==> config.mk <==
export PLATFORM = sky130hd
export DESIGN_NAME = rle_literal_run_byte_encoder
export DESIGN_NICKNAME = d
export VERILOG_FILES = /design/src/hw/rtl/rlenc_pkg.sv /design/src/hw/rtl/rlenc_step.sv /design/src/hw/rtl/rle_literal_run_byte_encoder.sv
export SDC_FILE = /design/constraint.sdc
export NUM_CORES = 1
export LEC_CHECK = 0
export ABC_AREA = 1
export ABC_CLOCK_PERIOD_IN_PS = 5100
export BUFFER_PORTS_ARGS = -buffer_cell sky130_fd_sc_hd__buf_2
export CAP_MARGIN = 20
export CORE_ASPECT_RATIO = 1.75
export CORE_MARGIN = 2
export CORE_UTILIZATION = 56
export DETAILED_ROUTE_END_ITERATION = 7
export PLACE_DENSITY = 0.76
export SYNTH_ARGS = -nofsm -noshare
export SYNTH_HDL_FRONTEND = slang
export SYNTH_SLANG_ARGS = --single-unit
==> constraint.sdc <==
create_clock -name aclk -period 5.1 [get_ports aclk]
set_clock_uncertainty 0.15 [all_clocks]
set_input_delay 0.51 -clock aclk [delete_from_list [all_inputs] [get_ports aclk]]
set_output_delay 0.51 -clock aclk [all_outputs]
set_load 0.1 [all_outputs]
==> src/hw/rtl/rlenc_pkg.sv <==
package rlenc_pkg;

    localparam int ADDR_W      = 17;
    localparam int BYTE_W      = 8;
    localparam int MAX_WRITES  = 3;
    localparam int CNT_W       = 2;
    localparam int BLOCK_BYTES = 65536;

    localparam logic [BYTE_W-1:0] RUN_FLAG     = 8'h80;
    localparam logic [BYTE_W-1:0] HDR_LIT_ONE  = 8'h01;
    localparam logic [BYTE_W-1:0] HDR_RUN_ONE  = 8'h81;
    localparam logic [BYTE_W-1:0] HDR_LIT_FULL = 8'h7F;
    localparam logic [BYTE_W-1:0] HDR_RUN_FULL = 8'hFF;
    localparam logic [BYTE_W-1:0] HDR_RUN_TWO  = 8'h82;

    typedef struct packed {
        logic              first_pending;
        logic [BYTE_W-1:0] previous_byte;
        logic [ADDR_W-1:0] header_position;
        logic [BYTE_W-1:0] header_value;
        logic [ADDR_W-1:0] output_count;
        logic [ADDR_W-1:0] byte_count;
    } enc_state_t;

    localparam enc_state_t STATE_RESET = '{
        first_pending:   1'b1,
        previous_byte:   '0,
        header_position: '0,
        header_value:    '0,
        output_count:    '0,
        byte_count:      '0
    };

    typedef struct packed {
        logic [MAX_WRITES-1:0][ADDR_W-1:0] addr;
        logic [MAX_WRITES-1:0][BYTE_W-1:0] data;
        logic [CNT_W-1:0]                  count;
        logic [ADDR_W-1:0]                 length;
    } wr_bundle_t;

endpackage

==> src/hw/rtl/rlenc_step.sv <==
module rlenc_step (
    input  rlenc_pkg::enc_state_t       cur,
    input  logic [rlenc_pkg::BYTE_W-1:0] data_byte,
    input  logic                        end_of_block,
    output rlenc_pkg::enc_state_t       nxt,
    output rlenc_pkg::wr_bundle_t       wr
);

    always_comb begin
        logic                            same;
        logic [rlenc_pkg::BYTE_W-1:0]    h;
        logic [rlenc_pkg::BYTE_W-1:0]    h_inc;
        logic [rlenc_pkg::ADDR_W-1:0]    oc;
        logic [rlenc_pkg::ADDR_W-1:0]    hp;
        logic                            open_lit;
        logic                            to_repeat;

        nxt       = cur;
        wr        = '0;
        same      = (data_byte == cur.previous_byte);
        h         = cur.header_value;
        h_inc     = h + 8'd1;
        oc        = cur.output_count;
        hp        = cur.header_position;
        open_lit  = 1'b0;
        to_repeat = 1'b0;

        if (cur.first_pending) begin
            nxt.first_pending = 1'b0;
            oc       = '0;
            open_lit = 1'b1;
        end else if (h == rlenc_pkg::HDR_LIT_ONE || h == rlenc_pkg::HDR_RUN_ONE) begin
            // a one-byte run turns into a repeat or a literal of two
            nxt.header_value = same ? (h_inc | rlenc_pkg::RUN_FLAG) : h_inc;
            wr.addr[0] = hp;
            wr.data[0] = nxt.header_value;
            if (same) begin
                wr.count = 2'd1;
            end else begin
                wr.addr[1] = oc;
                wr.data[1] = data_byte;
                wr.count   = 2'd2;
                nxt.output_count = oc + 17'd1;
            end
        end else if (h == rlenc_pkg::HDR_LIT_FULL && same) begin
            to_repeat = 1'b1;
        end else if (h == rlenc_pkg::HDR_LIT_FULL || h == rlenc_pkg::HDR_RUN_FULL) begin
            open_lit = 1'b1;
        end else if ((h & rlenc_pkg::RUN_FLAG) != '0) begin
            if (same) begin
                nxt.header_value = h_inc;
                wr.addr[0] = hp;
                wr.data[0] = h_inc;
                wr.count   = 2'd1;
            end else begin
                open_lit = 1'b1;
            end
        end else if (same) begin
            to_repeat = 1'b1;
        end else begin
            nxt.header_value = h_inc;
            wr.addr[0] = hp;
            wr.data[0] = h_inc;
            wr.addr[1] = oc;
            wr.data[1] = data_byte;
            wr.count   = 2'd2;
            nxt.output_count = oc + 17'd1;
        end

        if (open_lit) begin
            nxt.header_position = oc;
            nxt.header_value    = rlenc_pkg::HDR_LIT_ONE;
            wr.addr[0] = oc;
            wr.data[0] = rlenc_pkg::HDR_LIT_ONE;
            wr.addr[1] = oc + 17'd1;
            wr.data[1] = data_byte;
            wr.count   = 2'd2;
            nxt.output_count = oc + 17'd2;
        end

        if (to_repeat) begin
            // shorten the literal and reuse its last slot as a repeat header
            wr.addr[0] = hp;
            wr.data[0] = h - 8'd1;
            wr.addr[1] = oc - 17'd1;
            wr.data[1] = rlenc_pkg::HDR_RUN_TWO;
            wr.addr[2] = oc;
            wr.data[2] = data_byte;
            wr.count   = 2'd3;
            nxt.header_position = oc - 17'd1;
            nxt.header_value    = rlenc_pkg::HDR_RUN_TWO;
            nxt.output_count    = oc + 17'd1;
        end

        nxt.previous_byte = data_byte;
        nxt.byte_count    = cur.byte_count + 17'd1;
        wr.length         = nxt.output_count;

        if (end_of_block ||
            nxt.byte_count >= rlenc_pkg::ADDR_W'(rlenc_pkg::BLOCK_BYTES)) begin
            nxt = rlenc_pkg::STATE_RESET;
        end
    end

endmodule

==> src/hw/rtl/rle_literal_run_byte_encoder.sv <==
// An input beat is registered in the bundle stage and then loaded into the output stage,
// from which its write beats are presented on the result port.
// Throughput: one write beat per cycle while m_ready is high; a byte has 1 to 3 writes,
// issued one at a time through the single-beat result port. The input stalls only while both stages hold.
// Reset (aresetn low, synchronous): encoder state returns to start of block,
// buffered and pending write beats are dropped.
module rle_literal_run_byte_encoder (
    input  logic                          aclk,
    input  logic                          aresetn,
    input  logic                          s_valid,
    output logic                          s_ready,
    input  logic [rlenc_pkg::BYTE_W-1:0]  s_data_byte,
    input  logic                          s_end_of_block,
    output logic                          m_valid,
    input  logic                          m_ready,
    output logic [rlenc_pkg::ADDR_W-1:0]  m_write_address,
    output logic [rlenc_pkg::BYTE_W-1:0]  m_write_byte,
    output logic                          m_last_write,
    output logic [rlenc_pkg::ADDR_W-1:0]  m_encoded_length
);

    rlenc_pkg::enc_state_t state_reg;
    rlenc_pkg::enc_state_t state_next;
    rlenc_pkg::wr_bundle_t step_wr;
    rlenc_pkg::wr_bundle_t bundle_reg;
    rlenc_pkg::wr_bundle_t drain_reg;
    logic                  bundle_valid_reg;
    logic                  drain_valid_reg;
    logic [rlenc_pkg::CNT_W-1:0] idx_reg;

    logic in_fire;
    logic out_fire;
    logic out_last;
    logic drain_load;

    rlenc_step u_step (
        .cur          (state_reg),
        .data_byte    (s_data_byte),
        .end_of_block (s_end_of_block),
        .nxt          (state_next),
        .wr           (step_wr)
    );

    // accept while the bundle stage is empty or moving into the output stage
    assign s_ready    = !bundle_valid_reg || drain_load;
    assign in_fire    = s_valid && s_ready;
    assign m_valid    = drain_valid_reg;
    assign out_last   = (idx_reg == drain_reg.count - 2'd1);
    assign out_fire   = m_valid && m_ready;
    assign drain_load = bundle_valid_reg && (!drain_valid_reg || (out_fire && out_last));

    assign m_write_address  = drain_reg.addr[idx_reg];
    assign m_write_byte     = drain_reg.data[idx_reg];
    assign m_last_write     = out_last;
    assign m_encoded_length = drain_reg.length;

    always_ff @(posedge aclk) begin
        if (!aresetn) begin
            state_reg        <= rlenc_pkg::STATE_RESET;
            bundle_valid_reg <= 1'b0;
            drain_valid_reg  <= 1'b0;
            idx_reg          <= '0;
        end else begin
            if (in_fire) begin
                state_reg <= state_next;
            end
            if (in_fire) begin
                bundle_valid_reg <= 1'b1;
            end else if (drain_load) begin
                bundle_valid_reg <= 1'b0;
            end
            if (drain_load) begin
                drain_valid_reg <= 1'b1;
                idx_reg         <= '0;
            end else if (out_fire) begin
                // advance through the writes; drop the bundle after its last beat
                if (out_last) begin
                    drain_valid_reg <= 1'b0;
                end
                idx_reg <= idx_reg + 2'd1;
            end
        end
    end

    always_ff @(posedge aclk) begin
        if (in_fire) begin
            bundle_reg <= step_wr;
        end
        if (drain_load) begin
            drain_reg <= bundle_reg;
        end
    end

endmodule
# Word-level counts from Yosys, hierarchy flattened
# Cells that the tools add are included.
# op_classes
addsub	9
multipliers	0
n_div	0
magnitude_cmp	2
eq_ne	11
shift	0
muxes	57
bitwise_logic	1
n_reduce_logical	22
# ops
cell	count
two-way mux 34 bit	6
two-way mux 17 bit	8
two-way mux 25 bit	5
two-way mux 18 bit	6
two-way mux 42 bit	2
two-way mux 68 bit	1
two-way mux 60 bit	1
adder 17 x 1 -> 17 bit, second input constant	3
two-way mux 8 bit	6
binary-select mux 17 bit (select 2 bit)	1
two-way mux 10 bit	2
adder 17 x 2 -> 17 bit, second input constant	1
greater-or-equal comparator 17 bit, second input constant	1
two-way mux 1 bit	17
subtractor 17 x 1 -> 17 bit, second input constant	1
binary-select mux 8 bit (select 2 bit)	1
== test 8 bit, second input constant	2
inequality test 5 x 4 -> 1 bit, second input constant	2
adder 8 x 1 -> 8 bit, second input constant	1
== test 8 x 1 -> 1 bit, second input constant	1
== test 8 x 7 -> 1 bit, second input constant	1
== test 8 bit	1
subtractor 8 x 1 -> 8 bit, second input constant	1
inequality test 6 x 1 -> 1 bit, second input constant	1
17 further kinds	30
# word_totals
register_bits	260
latchBits	0
ramBits	0
rom_bits	0
in_bits	13
n_memories	0

# Logic depth before layout (Yosys ltp)
# depth
ltp_word	10
depth_mapped	17

# Modules after synthesis
# From an unflattened synthesis, not the netlist that was laid out.
# hier_totals
cells_unflattened	1685
hier_area_um2	13888.3
# modules_own_cells
mod	n_inst	cells_per_inst	area_per_inst_um2	seq_area_each_um2
rle_literal_run_byte_encoder	1	797	9562.9	7086.8
rlenc_step	1	888	4325.4	0.0

# Worst setup path after synthesis
# No wires, ideal clock.
# synth_timing
kind	reg-to-reg
start	register idx_reg[0] (netlist name)
end	register drain_reg[17] (netlist name) (enable)
setup_ns	0.548
t_arrival_ns	5.724
required_ns	4.402
slack_ns	-1.322
stages_incl_launch_ff	7
n_path_buf	1
synth_period_minus_slack_ns	6.422
cell_sequence	dfxtp_1 > buf_4 > inv_2 > or2_0 > o21ai_2 > a21boi_2 > nor2_1
# synth_between
elab_chain_len	4
# synth_lines
item	line	source
start: declaration	rle_literal_run_byte_encoder.sv:29	logic [rlenc_pkg::CNT_W-1:0] idx_reg;
start signal: assignment	rle_literal_run_byte_encoder.sv:80	idx_reg <= idx_reg + 2'd1;
== test 2 bit	rle_literal_run_byte_encoder.sv:48	assign out_last = (idx_reg == drain_reg.count - 2'd1);
via m_last_write	rle_literal_run_byte_encoder.sv:18	output logic m_last_write,
logical AND 1 bit	rle_literal_run_byte_encoder.sv:50	assign drain_load = bundle_valid_reg && (!drain_valid_reg || (out_fire && out_last));
logical OR 1 bit	rle_literal_run_byte_encoder.sv:50	
logical AND 1 bit	rle_literal_run_byte_encoder.sv:50	
via drain_load	rle_literal_run_byte_encoder.sv:34	logic drain_load;
end signal: assignment	rle_literal_run_byte_encoder.sv:90	drain_reg <= bundle_reg;
end: declaration	rle_literal_run_byte_encoder.sv:26	rlenc_pkg::wr_bundle_t drain_reg;
# The timed path passes the listed nets, and every way through them passes these cells.
# A chain may end at the register's enable or synchronous reset.

==> impl_metrics.py <==
metrics = {
    "layout": {
        "fin_nets": 1460,
        "num-fill-cells": 2013,
        "final_util_pct": 61.5,
        "drive_above_1_share_pct": 11.9,
        "final_cell_mix": "292 x nand2_1, 191 x nor2_1, 188 x edfxtp_1",
        "fin_cells": 1753,
        "multiInputGateArea_sq_um": 4910,
        "area_growth_syn_to_layout_pct": 8.11,
        "seq_area_sq_um": 7090,
        "largest_reg_flops": 94,
        "mostFrequentLayoutCell": "nand2_1",
        "antenna_cells": 0,
    },
    "floorplan": {
        "die_y_um": 205,
        "io_pins": 58,
        "die_w_um": 119,
        "start_util_pct": 56.9,
        "die-area_sq_um": 24300,
        "core_sq_um": 22700,
        "rows": 73,
    },
    "sta": {
        "timing.fmax_mhz": 305,
        "min_period_ns": 3.28,
        "period_share_pct": 64.4,
        "hold_viol": 0,
        "finalSetupTns_ns": 0,
        "setup_viol": 0,
        "slew_headroom_pct": 30.8,
        "finalWorstSetupSlack_ns": 1.82,
        "rsz0062_at_grt": "false",
        "drv_slew": 0,
        "worst_slew_pin_slew_ns": 1.04,
    },
    "power_and_ir_drop": {
        "power_density_nw_per_um2": 324,
        "vdd_drop_max_mv": 0.228,
        "p_leak_nw": 5.40,
    },
    "worst_hold_path": {
        "hp-class": "input pin to flop",
        "min_from": "s_data_byte[7]",
    },
    "grt": {
        "grt_max_degree": 73,
        "grt_pass1_wl_um": 49100,
        "gr-total-overflow": 0,
        "grt_pass1_vias": 9548,
        "grt_util_all_layers_pct": 25.4,
        "antenna_found_initial": 0,
    },
    "setup_path": {
        "critPathArrivalTime_ns": 3.43,
        "cpMostUsedCell": "nand2_1",
        "cp.required_ns": 5.25,
        "worstPathCellList": "inv_6 -> nand2_2 -> ha_1 -> nand2_1 -> nor2_1 -> nand3_1 -> nor2_2 -> nand3_1 -> inv_1 -> nand2_1 -> xor2_1 -> nand2_1 -> o21a_1",
        "crit_fanout": 17,
        "critPathKind": "flop to flop",
        "crit_start": "state_reg[67]",
        "cpLargestDelayFamily": "simple AND/OR/NAND/NOR gates",
        "critical_path_buf_inv_count": 2,
        "crit_path_end_kind": "flop",
        "start_kind": "flop",
        "critPathSlowestCell": "dfxtp_1",
        "r2r-start": "state_reg[67]",
        "slowest_delay_ns": 1.01,
    },
    "cts": {
        "cts-buffers-inserted": 23,
        "cts_setup_buffers": 0,
        "insertion_delay_ns": 0.53,
        "post_cts_resized": 0,
        "clock_path_buffers": 3,
        "clk_pin_slew_ns": 0.07,
        "htreeDepth": 1,
        "cts.sinks": 260,
        "cts_root_buffer": "clkbuf_16",
        "cts_hold_buf": 0,
        "cts_tree": "done",
    },
    "synthesis": {
        "async_flop_share_pct": 0,
        "syn_nets": 1446,
        "yosysWarningCount": 0,
        "synth_cell_types": 53,
        "synth-edff-count": 188,
        "ys_ff_latch": 260,
        "ys_seq_area_share_pct": 55.0,
        "syn_avg_cell_area_sq_um": 9.06,
        "synthCells": 1422,
        "synth_area_sq_um": 12900,
        "synth_top_flop_cell": "edfxtp_1",
    },
    "placement": {
        "hpwl_um": 20900,
        "gp_congestion": 0.987,
        "pre_cts_slack_ns": 1.83,
        "port-buffer-count": 57,
        "dp.cells": 1711,
    },
    "route": {
        "drt-pass1-iter-count": 5,
        "wl_per_cell_um": 17.5,
        "drc": 0,
        "routed_wl_um": 30700,
        "vias": 9909,
        "avgViaCountPerCell": 5.65,
        "ant_nets": 0,
        "drtIter0Drc": 875,
    },
    "job": {
        "max_cap_violations": 0,
    },
    "run_status": {
        "status": "finished, final reports clean",
    },
}
[metrics by stage]
step / instance area [sq um] / power [mW] / hold WS (ns)
2_1_floorplan: 12900 / 2.81 / 0.250
3_3_place_gp: 13200 / 2.88 / 0.250
3_5_place_dp: 13200 / 2.89 / 0.255
4_1_cts: 13900 / 4.54 / 0.0923
5_1_grt: 13900 / 4.64 / 0.109
6_report: 13900 / 4.51 / 0.104
[cells by family after synthesis]
group	Yosys count	synth area share [%]
compound gates	206	9.23
xor+xnor	48	3.26
fa+ha+maj	11	1.07
buf+inv	197	7.05
flops	260	55.0
simple gates	700	24.4
[per-layer routing]
| metal | GRT usage, % | wire length (um) |
|---|---|---|
| met5 | 0 | 0 |
| met1 | 32.4 | 12700 |
| met2 | 43.5 | 14900 |
| met4 | 11.9 | 1400 |
| met3 | 2.56 | 1740 |
[tightest hold or removal path: cells and delay by family]
family	cells	cell delay [ns]
buf+inv	1	0.12
compound gates	1	0.05
simple gates	1	0.06
[path summary, 6_finish.rpt]
| path | end | slack, ns | depth (start not counted) |
|---|---|---|---|
| setup / recovery | bundle_reg[74] | 1.82 | 13 |
| hold / removal | state_reg[66] | 0.10 | 3 |
| setup reg to reg | bundle_reg[74] | 1.82 | 13 |
| hold reg to reg | drain_reg[84] | 0.26 | 0 |
[cell usage after synthesis, types with 2 or more instances]
library cell / number / area (sq um)
o21ai_0: 71 / 355
nand3_4: 3 / 52.6
xor2_1: 37 / 324
buf_4: 23 / 173
nor2_4: 3 / 33.8
a21boi_0: 6 / 45.0
nor3b_1: 2 / 15.0
or2_2: 3 / 18.8
buf_6: 6 / 67.6
clkbuf_1: 23 / 86.3
and3_1: 2 / 12.5
edfxtp_1: 188 / 5650
nor2_1: 193 / 724
nand2_2: 14 / 87.6
nand4_1: 23 / 144
nor3_1: 16 / 80.1
a21oi_1: 73 / 365
nor2_2: 13 / 81.3
ha_1: 11 / 138
buf_2: 26 / 130
inv_1: 107 / 402
nand3_2: 3 / 30.0
nor3_2: 3 / 30.0
nor2_8: 2 / 40.0
xnor2_1: 11 / 96.3
o21ai_2: 2 / 17.5
nor4_1: 3 / 18.8
a31oi_1: 9 / 56.3
nand2_1: 292 / 1100
nand2_4: 4 / 45.0
nand3_1: 111 / 556
and2_1: 5 / 31.3
a21oi_2: 4 / 35.0
o21ai_1: 4 / 20.0
o31ai_1: 25 / 188
or2_0: 2 / 12.5
o21a_1: 3 / 22.5
dfxtp_1: 72 / 1440
inv_2: 10 / 37.5
[where the power goes]
part | switching, mW | leakage (nW) | internal (mW)
clock | 0.775 | 0.341 | 0.890
combinational | 0.369 | 2.63 | 0.0781
sequential | 0.0391 | 2.42 | 2.36
total | 1.18 | 5.40 | 3.33
[cell type report]
cell class                 count  area share (%)
timing repair buffer          68            2.87
multi-input combinational    965            35.3
inverter                     118            3.23
tap                          300            2.69
sequential                   260            50.9
clock inverter                16           0.871
clock buffer                  26            4.21
(Power assumes the default switching activity.)
